### config.mk
export PLATFORM = sky130hd
export DESIGN_NAME = qrs_front
export DESIGN_NICKNAME = d
export VERILOG_FILES = /design/src/hdl/qrs_pkg.sv /design/src/hdl/qrs_front.sv
export SDC_FILE = /design/constraint.sdc
export NUM_CORES = 2
export LEC_CHECK = 0
export ABC_AREA = 1
export BUFFER_PORTS_ARGS = -buffer_cell sky130_fd_sc_hd__buf_2
export CAP_MARGIN = 20
export CORE_MARGIN = 2
export CORE_UTILIZATION = 50
export DETAILED_ROUTE_END_ITERATION = 8
export MAX_ROUTING_LAYER = met4
export PLACE_DENSITY = 0.67
export SLEW_MARGIN = 40
export SYNTH_ARGS = -nofsm -noshare
export SYNTH_HDL_FRONTEND = slang
export SYNTH_SLANG_ARGS = --single-unit
export TNS_END_PERCENT = 10
### constraint.sdc
create_clock -name clock -period 17 [get_ports clock]
set_clock_uncertainty 0.2 [all_clocks]
set_input_delay 3.4 -clock clock [delete_from_list [all_inputs] [get_ports clock]]
set_output_delay 3.4 -clock clock [all_outputs]
set_load 0.02 [all_outputs]
### src/hdl/qrs_pkg.sv
`default_nettype none
// ----------------------------------------------------------------------------
// Quadratic root solver package
// Status codes and fixed-point constants shared by the solver modules.
// ----------------------------------------------------------------------------
package qrs_pkg;

   typedef enum logic [1:0] {
      ST_REAL     = 2'd0,
      ST_NEG_DISC = 2'd1,
      ST_A_ZERO   = 2'd2
   } status_type;

   localparam int STATUS_WIDTH = 2;
   localparam int ROOT_WIDTH   = 32;
   localparam int ROOT_FRAC    = 16;
   localparam logic [63:0] ROOT_POS_LIMIT = 64'h0000_0000_7fff_ffff;
   localparam logic [63:0] ROOT_NEG_LIMIT = 64'h0000_0000_8000_0000;

endpackage

`default_nettype wire

### src/hdl/qrs_front.sv
`default_nettype none
// ----------------------------------------------------------------------------
// Solver front end
// Accepts coefficients, forms the discriminant and classifies each item.
// ----------------------------------------------------------------------------
module qrs_front
   import qrs_pkg::*;
#(
   parameter int W = 16
) (
   input  wire logic                  clock,
   input  wire logic                  reset,
   input  wire logic                  push,
   input  wire logic signed [W-1:0]   coef_a,
   input  wire logic signed [W-1:0]   coef_b,
   input  wire logic signed [W-1:0]   coef_c,
   output logic                       full,
   input  wire logic                  down_full,
   output logic                       out_valid,
   output logic [STATUS_WIDTH+4*W:0]  out_data
);

   localparam int DW = 2 * W + 1;
   localparam int EW = 2 * W + 3;

   logic                  en;
   logic                  v1_ff, v2_ff, v3_ff;
   logic signed [W-1:0]   a1_ff, b1_ff, c1_ff;
   logic signed [W-1:0]   a2_ff, b2_ff;
   logic signed [2*W-1:0] ac_ff, bb_ff;
   logic signed [W-1:0]   a3_ff, b3_ff;
   logic [DW-1:0]         d3_ff;
   status_type            st3_ff;
   logic signed [EW-1:0]  d_full;
   status_type            st_in;

   assign en        = !down_full;
   assign full      = down_full;
   assign out_valid = v3_ff && en;
   assign out_data  = {st3_ff, a3_ff, b3_ff, d3_ff};

   always_comb begin
      d_full = EW'(bb_ff) - (EW'(ac_ff) <<< 2);
      if (a2_ff == '0) begin
         st_in = ST_A_ZERO;
      end else if (d_full[EW-1]) begin
         st_in = ST_NEG_DISC;
      end else begin
         st_in = ST_REAL;
      end
   end

   always_ff @(posedge clock) begin
      if (reset) begin
         v1_ff <= 1'b0;
         v2_ff <= 1'b0;
         v3_ff <= 1'b0;
      end else if (en) begin
         v1_ff <= push;
         v2_ff <= v1_ff;
         v3_ff <= v2_ff;
      end
   end

   always_ff @(posedge clock) begin
      if (en) begin
         a1_ff  <= coef_a;
         b1_ff  <= coef_b;
         c1_ff  <= coef_c;
         ac_ff  <= a1_ff * c1_ff;
         bb_ff  <= b1_ff * b1_ff;
         a2_ff  <= a1_ff;
         b2_ff  <= b1_ff;
         a3_ff  <= a2_ff;
         b3_ff  <= b2_ff;
         d3_ff  <= d_full[DW-1:0];
         st3_ff <= st_in;
      end
   end

endmodule

`default_nettype wire

* Word-level counts from Yosys, hierarchy flattened
Cells that the tools add are included.
Word-level totals: memory bits (read-only) 0, word-level logic and storage cells 21, memories 0, bits in latches 0, output and inout port bits 69, RAM bits 0, register bits 214
Operators by class: divide/modulo/power cells 0, eq/ne operators 0, reduce and logical (&&, ||, !) cells 3, bitwise logic cells 0, add/subtract/negate cells 1, multipliers 2, mux-type cells 1, magnitude comparators 0, shift operators 0
Operator list (count):
- multiplier 16 x 16 -> 32 bit | 2
- subtractor 32 x 34 -> 35 bit | 1
- zero test 16 bit | 1
- logical AND 1 bit | 1
- zero test 1 bit | 1
- two-way mux 1 bit | 1

* Longest topological paths before layout
depth in word-level cells 2, mapped depth 27, depth with buffers taken out 26

* Worst setup path before layout
OpenSTA, ideal clock, no wires.
path kind input to register, start point input down_full, end point register a1_ff[0] (enable), arrival time 7.416 ns, cell stages on the path 1, path slack 8.825 ns, setup time 0.559 ns, buffers on the path 0, path through inv_1
RTL lines:
- start, declared | RTL line qrs_front.sv:18 | input wire logic down_full,
- end signal, assigned | RTL line qrs_front.sv:67 | a1_ff <= coef_a;
- end, declared | RTL line qrs_front.sv:28 | logic signed [W-1:0] a1_ff, b1_ff, c1_ff;
No word-level cell between the ends.

* Worst setup path after layout
start point input down_full, end point output out_valid
Between the ends: word-level cells in the longest chain between the ends 2
RTL lines:
- zero test 1 bit | RTL line qrs_front.sv:37 | assign en = !down_full;
- logical AND 1 bit | RTL line qrs_front.sv:39 | assign out_valid = v3_ff && en;
- end, declared | RTL line qrs_front.sv:19 | output logic out_valid,
Every way passes these cells.

==> results.toml <==
[detailed_routing]
drc_errors = 0
postRouteAntennaNets = 0
drt_iter0_markers = 1283
routed_wl_um = 61200
vias = 20200
dr.pass1.iters = 6
vias_per_cell = 4.91
wl_per_cell_um = 14.9

[clock_network]
clkLatencyLatePin_ps = 570
cts.sinks = 210
cts_setup_buffers = 0
path_clk_slew_ps = 60
clock_tree.buffer_depth = 3
cts_tree = "yes"
clockRootBuffer = "clkbuf_16"
htreeDepth = 1
cts_repair_resize_count = 0
numCtsBuffers = 26
postCtsHoldBufs = 0

[timing]
setup_viol = 0
setup_tns_ps = 0
timing.fmax_mhz = 135
tightestPinTransition_ps = 894
finalHoldViolations = 0
period_minus_slack_ps = 7430
finalCritPeriodShare_pct = 43.7
maxSlewViolCount = 0
grt_setup_unrepaired = "false"
relSlewSlack_pct = 40.4

[die]
start_util_pct = 50.7
die_y_um = 243
rows = 87
io_pins = 121
core_um2 = 56500
die_area_um2 = 59200
dieWidth_um = 243

[grt]
overflow = 0
grt_pass1_vias = 21000
grt_pass1_wl_um = 104000
grt_max_degree = 84
antenna_found_initial = 0
grt.total_usage_pct = 22.5

[final_layout]
areaGrowthSynthToFinish_pct = 7.53
final_nets = 4081
seq_area_um2 = 6280
drive_gt1_share_pct = 6.60
multiInputGateArea_um2 = 18500
fill_cells = 5127
n_antenna_cell = 0
fin_util_pct = 54.5

[place]
port-buffer-count = 119
gp_congestion = 0.935
dp_hpwl_um = 50600

[critical_path]
cp_max_fo = 7
critPathMostFrequentCell = "buf_2"
endpoint_kind = "primary output"
path_cells = "buf_2 > nor2_1 > buf_2"
required_ps = 13400
worstPathArrival_ps = 3830
r2r_slack_ps = 10490
max_stage_delay_ps = 160
crit_path_start_kind = "input port"
crit_type = "input port to primary output"
crit_path_top_delay_cell = "buf_2"

[synth]
yosys_most_used_dff = "edfxtp_1"
syn_inst = 3265
syn_nets = 4014
synthDistinctLibCells = 39
synth-seq-cells = 210
syn_area_um2 = 28700
synth_edf_count = 207
synth.avg_cell_area_um2 = 8.78
seq_area_frac_synth_pct = 21.9
async_flop_share_pct = 0
yosysWarnings = 0

[job]
maxCapViolCount = 0

[outcome]
outcome = "finished clean"

[worst_hold_path]
min_path_type = "register to register"
## routing by layer
metal | track usage [%] | share of wire [%] | wire [um]
met4 | 5.65 | 2.7 | 1640
met5 | - | 0 | 0
met3 | 2.35 | 4.3 | 2630
met2 | 36.3 | 47 | 28800
met1 | 30.7 | 46 | 28100
## stage by stage
stage               area (um^2)  cells  worst slack (ps)  hold slack [ps]
finish                    30800   4107              9570              217
global route              30800   4107              9540              226
CTS                       30700   4101              9570              221
detailed placement        29900   4054              9570              205
global placement          29900   4054              9550              201
floorplan                 28700   3265              8830              200
## registers in the layout (all words and copies together) (netlist names), 2 cells and up
register,cells
b1_ff,16
ac_ff,32
c1_ff,16
a3_ff,16
a2_ff,16
b3_ff,16
bb_ff,30
d3_ff,31
b2_ff,16
a1_ff,16
st3_ff,2
## final cells by class
class	instances	area share [%]
timing repair buffer	135	2.41
inverter	944	11.5
multi-input combinational	2015	59.9
clock buffer	28	2.14
sequential	210	20.4
tap	756	3.07
clock inverter	19	0.568
## synthesized netlist by cell type (15+ instances only)
library cell	count	area, um^2
inv_1	943	3540
nand2_1	744	2790
fa_1	497	9950
edfxtp_1	207	6220
ha_1	200	2500
nor2_1	147	552
a21oi_1	92	460
clkbuf_1	91	342
nand3_1	86	430
xor2_1	57	499
o21ai_0	37	185
nand4_1	22	138
nor3_1	17	85.1
o21bai_1	15	113
## cells by family after synthesis
logic type	count (synthesis)	share of synthesized area (%)
AO/OA/AOI/OAI	178	3.53
XOR/XNOR	71	2.17
adder cells (fa/ha/maj)	697	43.5
AND/OR/NAND/NOR	1068	15.3
other	1	0.0131
flip-flops	210	21.9
buffers and inverters	1040	13.7
## placed cells by master (no fill, tap or decap), types with 3 or more instances in the layout
cell type     n
nand2_2      11
nand3_1      86
o21ai_1       4
clkinvlp_4    3
nand4_1      22
clkinv_2      3
nand3b_1      6
buf_6         7
o21bai_1     15
dfxtp_1       3
clkbuf_16    26
nor2_1      147
clkinv_1      3
o21ai_0      37
ha_1        200
inv_6         4
xor2_1       57
xnor2_1      14
or2_2         8
fa_1        497
buf_2       119
nand2_1     744
o21a_1        8
nor2_2        4
nor4_1        7
nand3_2       4
nor3_1       17
edfxtp_1    207
a21oi_2       3
a21o_1       12
nor3_2        8
buf_4         9
inv_1       942
a21oi_1      92
## critical path: cells and delay by family
kind	cells	cell delay, ps
buffers and inverters	2	320
and+or+nand+nor	1	100
## path summary, 6_finish.rpt
path | start | end | depth (start not counted)
worst max register to register | a1_ff[15]$_DFFE_PN_ | ac_ff[26]$_DFFE_PN_ | 20
worst min-delay path | b2_ff[10]$_DFFE_PN_ | b3_ff[10]$_DFFE_PN_ | 0
worst min register to register | b2_ff[10]$_DFFE_PN_ | b3_ff[10]$_DFFE_PN_ | 0
worst max-delay path | down_full | out_valid | 3
Power is not shown: default switching activity piles up to over one toggle a cycle in this logic, so the estimate is an artifact.
