`src/hdl/qrs_pkg.sv`:
```
`default_nettype none
// ----------------------------------------------------------------------------
// Quadratic root solver package
// Status codes and fixed-point constants shared by the solver modules.
// ----------------------------------------------------------------------------
package qrs_pkg;

   typedef enum logic [1:0] {
      ST_REAL     = 2'd0,
      ST_NEG_DISC = 2'd1,
      ST_A_ZERO   = 2'd2
   } status_type;

   localparam int STATUS_WIDTH = 2;
   localparam int ROOT_WIDTH   = 32;
   localparam int ROOT_FRAC    = 16;
   localparam logic [63:0] ROOT_POS_LIMIT = 64'h0000_0000_7fff_ffff;
   localparam logic [63:0] ROOT_NEG_LIMIT = 64'h0000_0000_8000_0000;

endpackage

`default_nettype wire

```
`src/hdl/qrs_fifo.sv`:
```
`default_nettype none
// ----------------------------------------------------------------------------
// Two-entry queue
// Register queue used between pipeline sections of the solver and to hold its finished results.
// ----------------------------------------------------------------------------
module qrs_fifo
   import qrs_pkg::*;
#(
   parameter int WIDTH = 8
) (
   input  wire logic             clock,
   input  wire logic             reset,
   input  wire logic             push,
   input  wire logic [WIDTH-1:0] push_data,
   input  wire logic             pop,
   output logic      [WIDTH-1:0] pop_data,
   output logic                  empty,
   output logic                  full
);

   logic [WIDTH-1:0] mem_ff [2];
   logic             wr_ptr_ff, wr_ptr_in;
   logic             rd_ptr_ff, rd_ptr_in;
   logic [1:0]       count_ff, count_in;

   assign empty    = (count_ff == 2'd0);
   assign full     = (count_ff == 2'd2);
   assign pop_data = mem_ff[rd_ptr_ff];

   always_comb begin
      wr_ptr_in = wr_ptr_ff ^ push;
      rd_ptr_in = rd_ptr_ff ^ pop;
      count_in  = count_ff + 2'(push) - 2'(pop);
   end

   always_ff @(posedge clock) begin
      if (reset) begin
         wr_ptr_ff <= 1'b0;
         rd_ptr_ff <= 1'b0;
         count_ff  <= 2'd0;
      end else begin
         wr_ptr_ff <= wr_ptr_in;
         rd_ptr_ff <= rd_ptr_in;
         count_ff  <= count_in;
      end
   end

   always_ff @(posedge clock) begin
      if (push) begin
         mem_ff[wr_ptr_ff] <= push_data;
      end
   end

endmodule

`default_nettype wire

```
`config.mk`:
```
export PLATFORM = sky130hd
export DESIGN_NAME = qrs_fifo
export DESIGN_NICKNAME = d
export VERILOG_FILES = /design/src/hdl/qrs_pkg.sv /design/src/hdl/qrs_fifo.sv
export SDC_FILE = /design/constraint.sdc
export NUM_CORES = 1
export LEC_CHECK = 0
export BUFFER_PORTS_ARGS = -buffer_cell sky130_fd_sc_hd__buf_2
export CAP_MARGIN = 20
export CELL_PAD_IN_SITES_DETAIL_PLACEMENT = 1
export CELL_PAD_IN_SITES_GLOBAL_PLACEMENT = 1
export CORE_ASPECT_RATIO = 0.7
export CORE_MARGIN = 2
export CORE_UTILIZATION = 38
export CTS_BUF_LIST = sky130_fd_sc_hd__clkbuf_8
export CTS_CLUSTER_SIZE = 25
export DETAILED_ROUTE_END_ITERATION = 10
export HOLD_SLACK_MARGIN = 0.05
export PLACE_DENSITY = 0.84
export SYNTH_ARGS = -nofsm -noshare
export SYNTH_HDL_FRONTEND = slang
export SYNTH_SLANG_ARGS = --single-unit
```
`constraint.sdc`:
```
create_clock -name clock -period 1.1 [get_ports clock]
set_input_delay 0.055 -clock clock [delete_from_list [all_inputs] [get_ports clock]]
set_output_delay 0.055 -clock clock [all_outputs]
set_load 0.05 [all_outputs]
```
After elaboration in Yosys (flattened, before gate mapping)

Memories as Yosys holds them, arrays and structs flattened. A register that Yosys moved wholly into a read port is not among the register bits.
Index checks and enable logic that the tools add are counted.

Bits of input ports: 12
Register bits: 4
Memory bits (writable): 16
Logic and storage cells: 13
Output and inout port bits: 10
Memories kept: 1

Memories:

| memory | words | width | rd ports | clocked after Yosys merged registers in | wr ports | RTL line       | RTL |
|---|---|---|---|---|---|---|---|
| mem_ff | 2     | 8     | 1        | 1                                       | 1        | qrs_fifo.sv:21 | `logic [WIDTH-1:0] mem_ff [2];` |

Reductions and logical operators: 1
Add/subtract/negate cells: 2
Bitwise operators: 2
Equality and inequality tests: 1
Multiplexer cells: 3

Operators by type and width:

| kind                                  | number |
|---|---|
| 2-to-1 mux 1 bit                      | 3 |
| adder 2 x 1 -> 2 bit                  | 1 |
| == test 2 bit (second input constant) | 1 |
| zero test 2 bit                       | 1 |
| subtractor 2 x 1 -> 2 bit             | 1 |
| XOR 1 bit                             | 2 |

Longest topological paths before layout

Depth after elaboration: 2
Gate-level depth with buffers: 6
Mapped depth without buffers: 6

Worst setup path after synthesis

No wires, ideal clock.

Path type: flip-flop to flip-flop
Start point: register count_ff[0]
End point: register count_ff[1]
Path buffers: 0
Setup slack: -0.041 ns
Setup time: 0.110 ns
Arrival time: 1.031 ns
Cell stages (with the launch flop): 7
Period minus slack after synthesis: 1.141 ns
Cells stage by stage: dfxtp_1 -> inv_1 -> ha_1 -> inv_1 -> ha_1 -> xnor3_1 -> nor2_1

Cells in the longest elaborated chain, start to end: 2

Ends and longest elaborated chain:

| what                      | RTL line       | RTL |
|---|---|---|
| start: declaration        | qrs_fifo.sv:24 | `logic [1:0] count_ff, count_in;` |
| start signal: assignment  | qrs_fifo.sv:44 | `count_ff <= count_in;` |
| adder 2 x 1 -> 2 bit      | qrs_fifo.sv:33 | `count_in = count_ff + 2'(push) - 2'(pop);` |
| subtractor 2 x 1 -> 2 bit | qrs_fifo.sv:33 |  |

Every way passes these cells.
A chain may end at the register's enable or synchronous reset.

==> results.yml <==
job:
  cap_violations: 0
global_route:
  grt_pass1_wl_um: 2370
  grt-ovfl-total: 0
  antenna_found_initial: 0
  grt_pass1_vias: 515
  grt_max_degree: 12
  track_usage: 0.138
yosys:
  yosysWarningCount: 0
  synth_area_per_cell_um2: 17.7
  synth_xor_area_frac: 0.0402
  yosys-top-cells-count: "edfxtp_1 (16), mux2_2 (8), dfxtp_1 (4), ha_1 (4), nor2_1 (4)"
  synth_edf_count: 16
  synth_ff_type: "edfxtp_1"
  synth_area_um2: 778
  synth_compound_area_frac: 0
  synthArstFlopShare: 0
  synth_seq_cells: 20
  synth_top_family_by_area: "multiplexers"
  yosys.area.top_type: "edfxtp_1"
  yosysMostFrequentCell: "edfxtp_1"
  synth_cells: 44
  synth-simple-area-share: 0.0354
  synth_area_leaders: "edfxtp_1 (62%), mux2_2 (12%), dfxtp_1 (10%)"
  syn_nets: 60
  synth_cell_types: 10
  yosysSeqAreaShare: 0.720
  synth_fa_ha_area_frac: 0.0643
  synth_top_area_share: 0.617
  synthMuxAreaShare: 0.116
clock_network:
  root_buffer: "clkbuf_8"
  clock_latency_ns: 0.26
  htreeDepth: 1
  cts_setup_buffers: 0
  clk_pin_slew_ns: 0.07
  clock_path_buffers: 2
  clock-sinks: 20
  numCtsBuffers: 3
  cts_tree: "yes"
place:
  port_buffers: 21
  dp_slack_ns: -0.0854
  place.detailed.hpwl_um: 976
  dp_cells: 93
  gpl.final_weighted_congestion: 0.668
timing:
  max_clock_freq_ghz: 0.796
  max_slew.worst_pin.slew_ns: 0.130
  hold_viol_final: 0
  layout_min_cycle_time_ns: 1.26
  maxSlewViolCount: 0
  setup_viol: 10
  timing.final.crit_share: 1.14
  setup_ws_ns: -0.156
  slew_headroom: 0.913
  skew_ns: 0.00121
  rsz0062_at_grt: "yes"
worst_setup_path:
  worstPathRequired_ns: 1.04
  path_class: "reg -> out"
  cp-startpoint: "rd_ptr_ff"
  crit_arrival_ns: 1.20
  path_max_fanout: 6
  cp-end-kind: "output pin"
  r2r-start: "count_ff[0]"
  start_kind: "flip-flop"
hold_path:
  min-delay-start: "pop"
  min_path_type: "in -> reg"
routing:
  detail-route-antenna-nets: 0
  num_vias: 477
  wire_per_inst_um: 14.0
  dr.pass1.iters: 3
  drc: 0
  wl_um: 1490
  drt_iter0_drc: 3
  vias_per_cell: 4.50
floorplanning:
  fp-row-count: 13
  ioPinCount: 22
  dieArea_mm2: 0.00243
  core_area_mm2: 0.00189
  die_x_um: 58.1
  start_util: 0.412
  fp.dieH_um: 41.9
outcome:
  status: "finished with violations"
  failed_checks: "negative setup slack"
power_and_ir_drop:
  p_per_area_mw_per_mm2: 1640
  ir_drop_v: 0.00111
  leakage_nw: 0.528
  power.total_mw: 2.05
layout:
  num-fill-cells: 168
  final_cells: 106
  num-nets-final: 101
  area_growth_pct: 60.8
  drive_gt1_frac: 0.560
  n_antenna_cell: 0
[worst paths after layout]
| kind | end | slack [ns] | depth (start not counted) |
|---|---|---|---|
| worst max register to register | count_ff[1] | -0.04 | 6 |
| worst min-delay path | rd_ptr_ff | 0.10 | 3 |
| worst min register to register | wr_ptr_ff | 0.56 | 3 |
| worst max-delay path | pop_data[0] | -0.16 | 3 |
[report_power, final]
part	internal (mW)	switching, mW
Sequential	0.883	0.0252
Clock	0.249	0.235
Combinational	0.319	0.339
Total	1.45	0.599
[layout by cell type, fill, tap and decap left out]
master	count
edfxtp_1	16
buf_2	11
dlygate4sd3_1	9
mux2_4	8
buf_8	8
buf_4	7
nor2_1	4
clkbuf_8	3
inv_2	2
ha_4	2
ha_1	2
dfxtp_2	2
dfxtp_1	2
buf_6	2
nor2b_2	1
inv_1	1
nor2b_4	1
xnor2_1	1
xnor3_1	1
clkinv_1	1
[what timing repair did]
| item | 4_1_cts | 5_1_grt |
|---|---|---|
| endpoints found under the setup margin | 12 | 11 |
| endpoints found under the hold margin | 20 | 0 |
| resized for setup | 41 | 4 |
| pin swaps | 1 | 1 |
| hold buffers | 9 | 0 |
[metal layers]
layer | vias to the layer above | GRT usage | share of wire
met5 | - | 0 | 0
met1 | 223 | 0.159 | 0.44
met2 | 16 | 0.227 | 0.49
met3 | 2 | 0.0654 | 0.059
met4 | 0 | 0.0419 | 0.0067
li1 | 236 | - | -
[worst max-delay path, stage by stage, from the launching register on]
cell     delay, ns
dfxtp_2       0.33
buf_6         0.14
mux2_4        0.32
buf_8         0.15
[logic make-up (layout without fill, tap and decap cells)]
family | after synthesis | in the layout
adder cells (fa/ha/maj) | 4 | 4
flip-flops | 20 | 20
buffers and inverters | 4 | 44
multiplexers | 8 | 8
XOR/XNOR | 2 | 2
AND/OR/NAND/NOR | 6 | 6
[metrics by stage]
stage | hold slack, ns | utilization | cell area (µm²) | setup TNS [ns]
after floorplan | 0.119 | - | 779 | -0.0560
after global placement | 0.242 | 0.507 | 957 | -0.0387
after detailed placement | 0.246 | 0.507 | 957 | -0.156
after CTS | 0.0927 | 0.656 | 1240 | -1.32
after global routing | 0.119 | 0.663 | 1250 | -1.64
final | 0.104 | 0.663 | 1250 | -1.22
[area by class of cell]
| class | count | area [µm²] | area share |
|---|---|---|---|
| multi-input combinational | 20 | 264 | 0.211 |
| timing repair buffer | 37 | 340 | 0.272 |
| clock buffer | 3 | 41.3 | 0.0330 |
| tap | 22 | 27.5 | 0.0220 |
| sequential | 20 | 563 | 0.450 |
| clock inverter | 1 | 3.75 | 0.00300 |
| inverter | 3 | 11.3 | 0.00900 |
[sequential cells by signal, summed over array words and instances (netlist names)]
signal and count:
wr_ptr_ff 1, rd_ptr_ff 1, count_ff 2, mem_ff 16
Note: power is estimated with default switching activity, not from simulation.
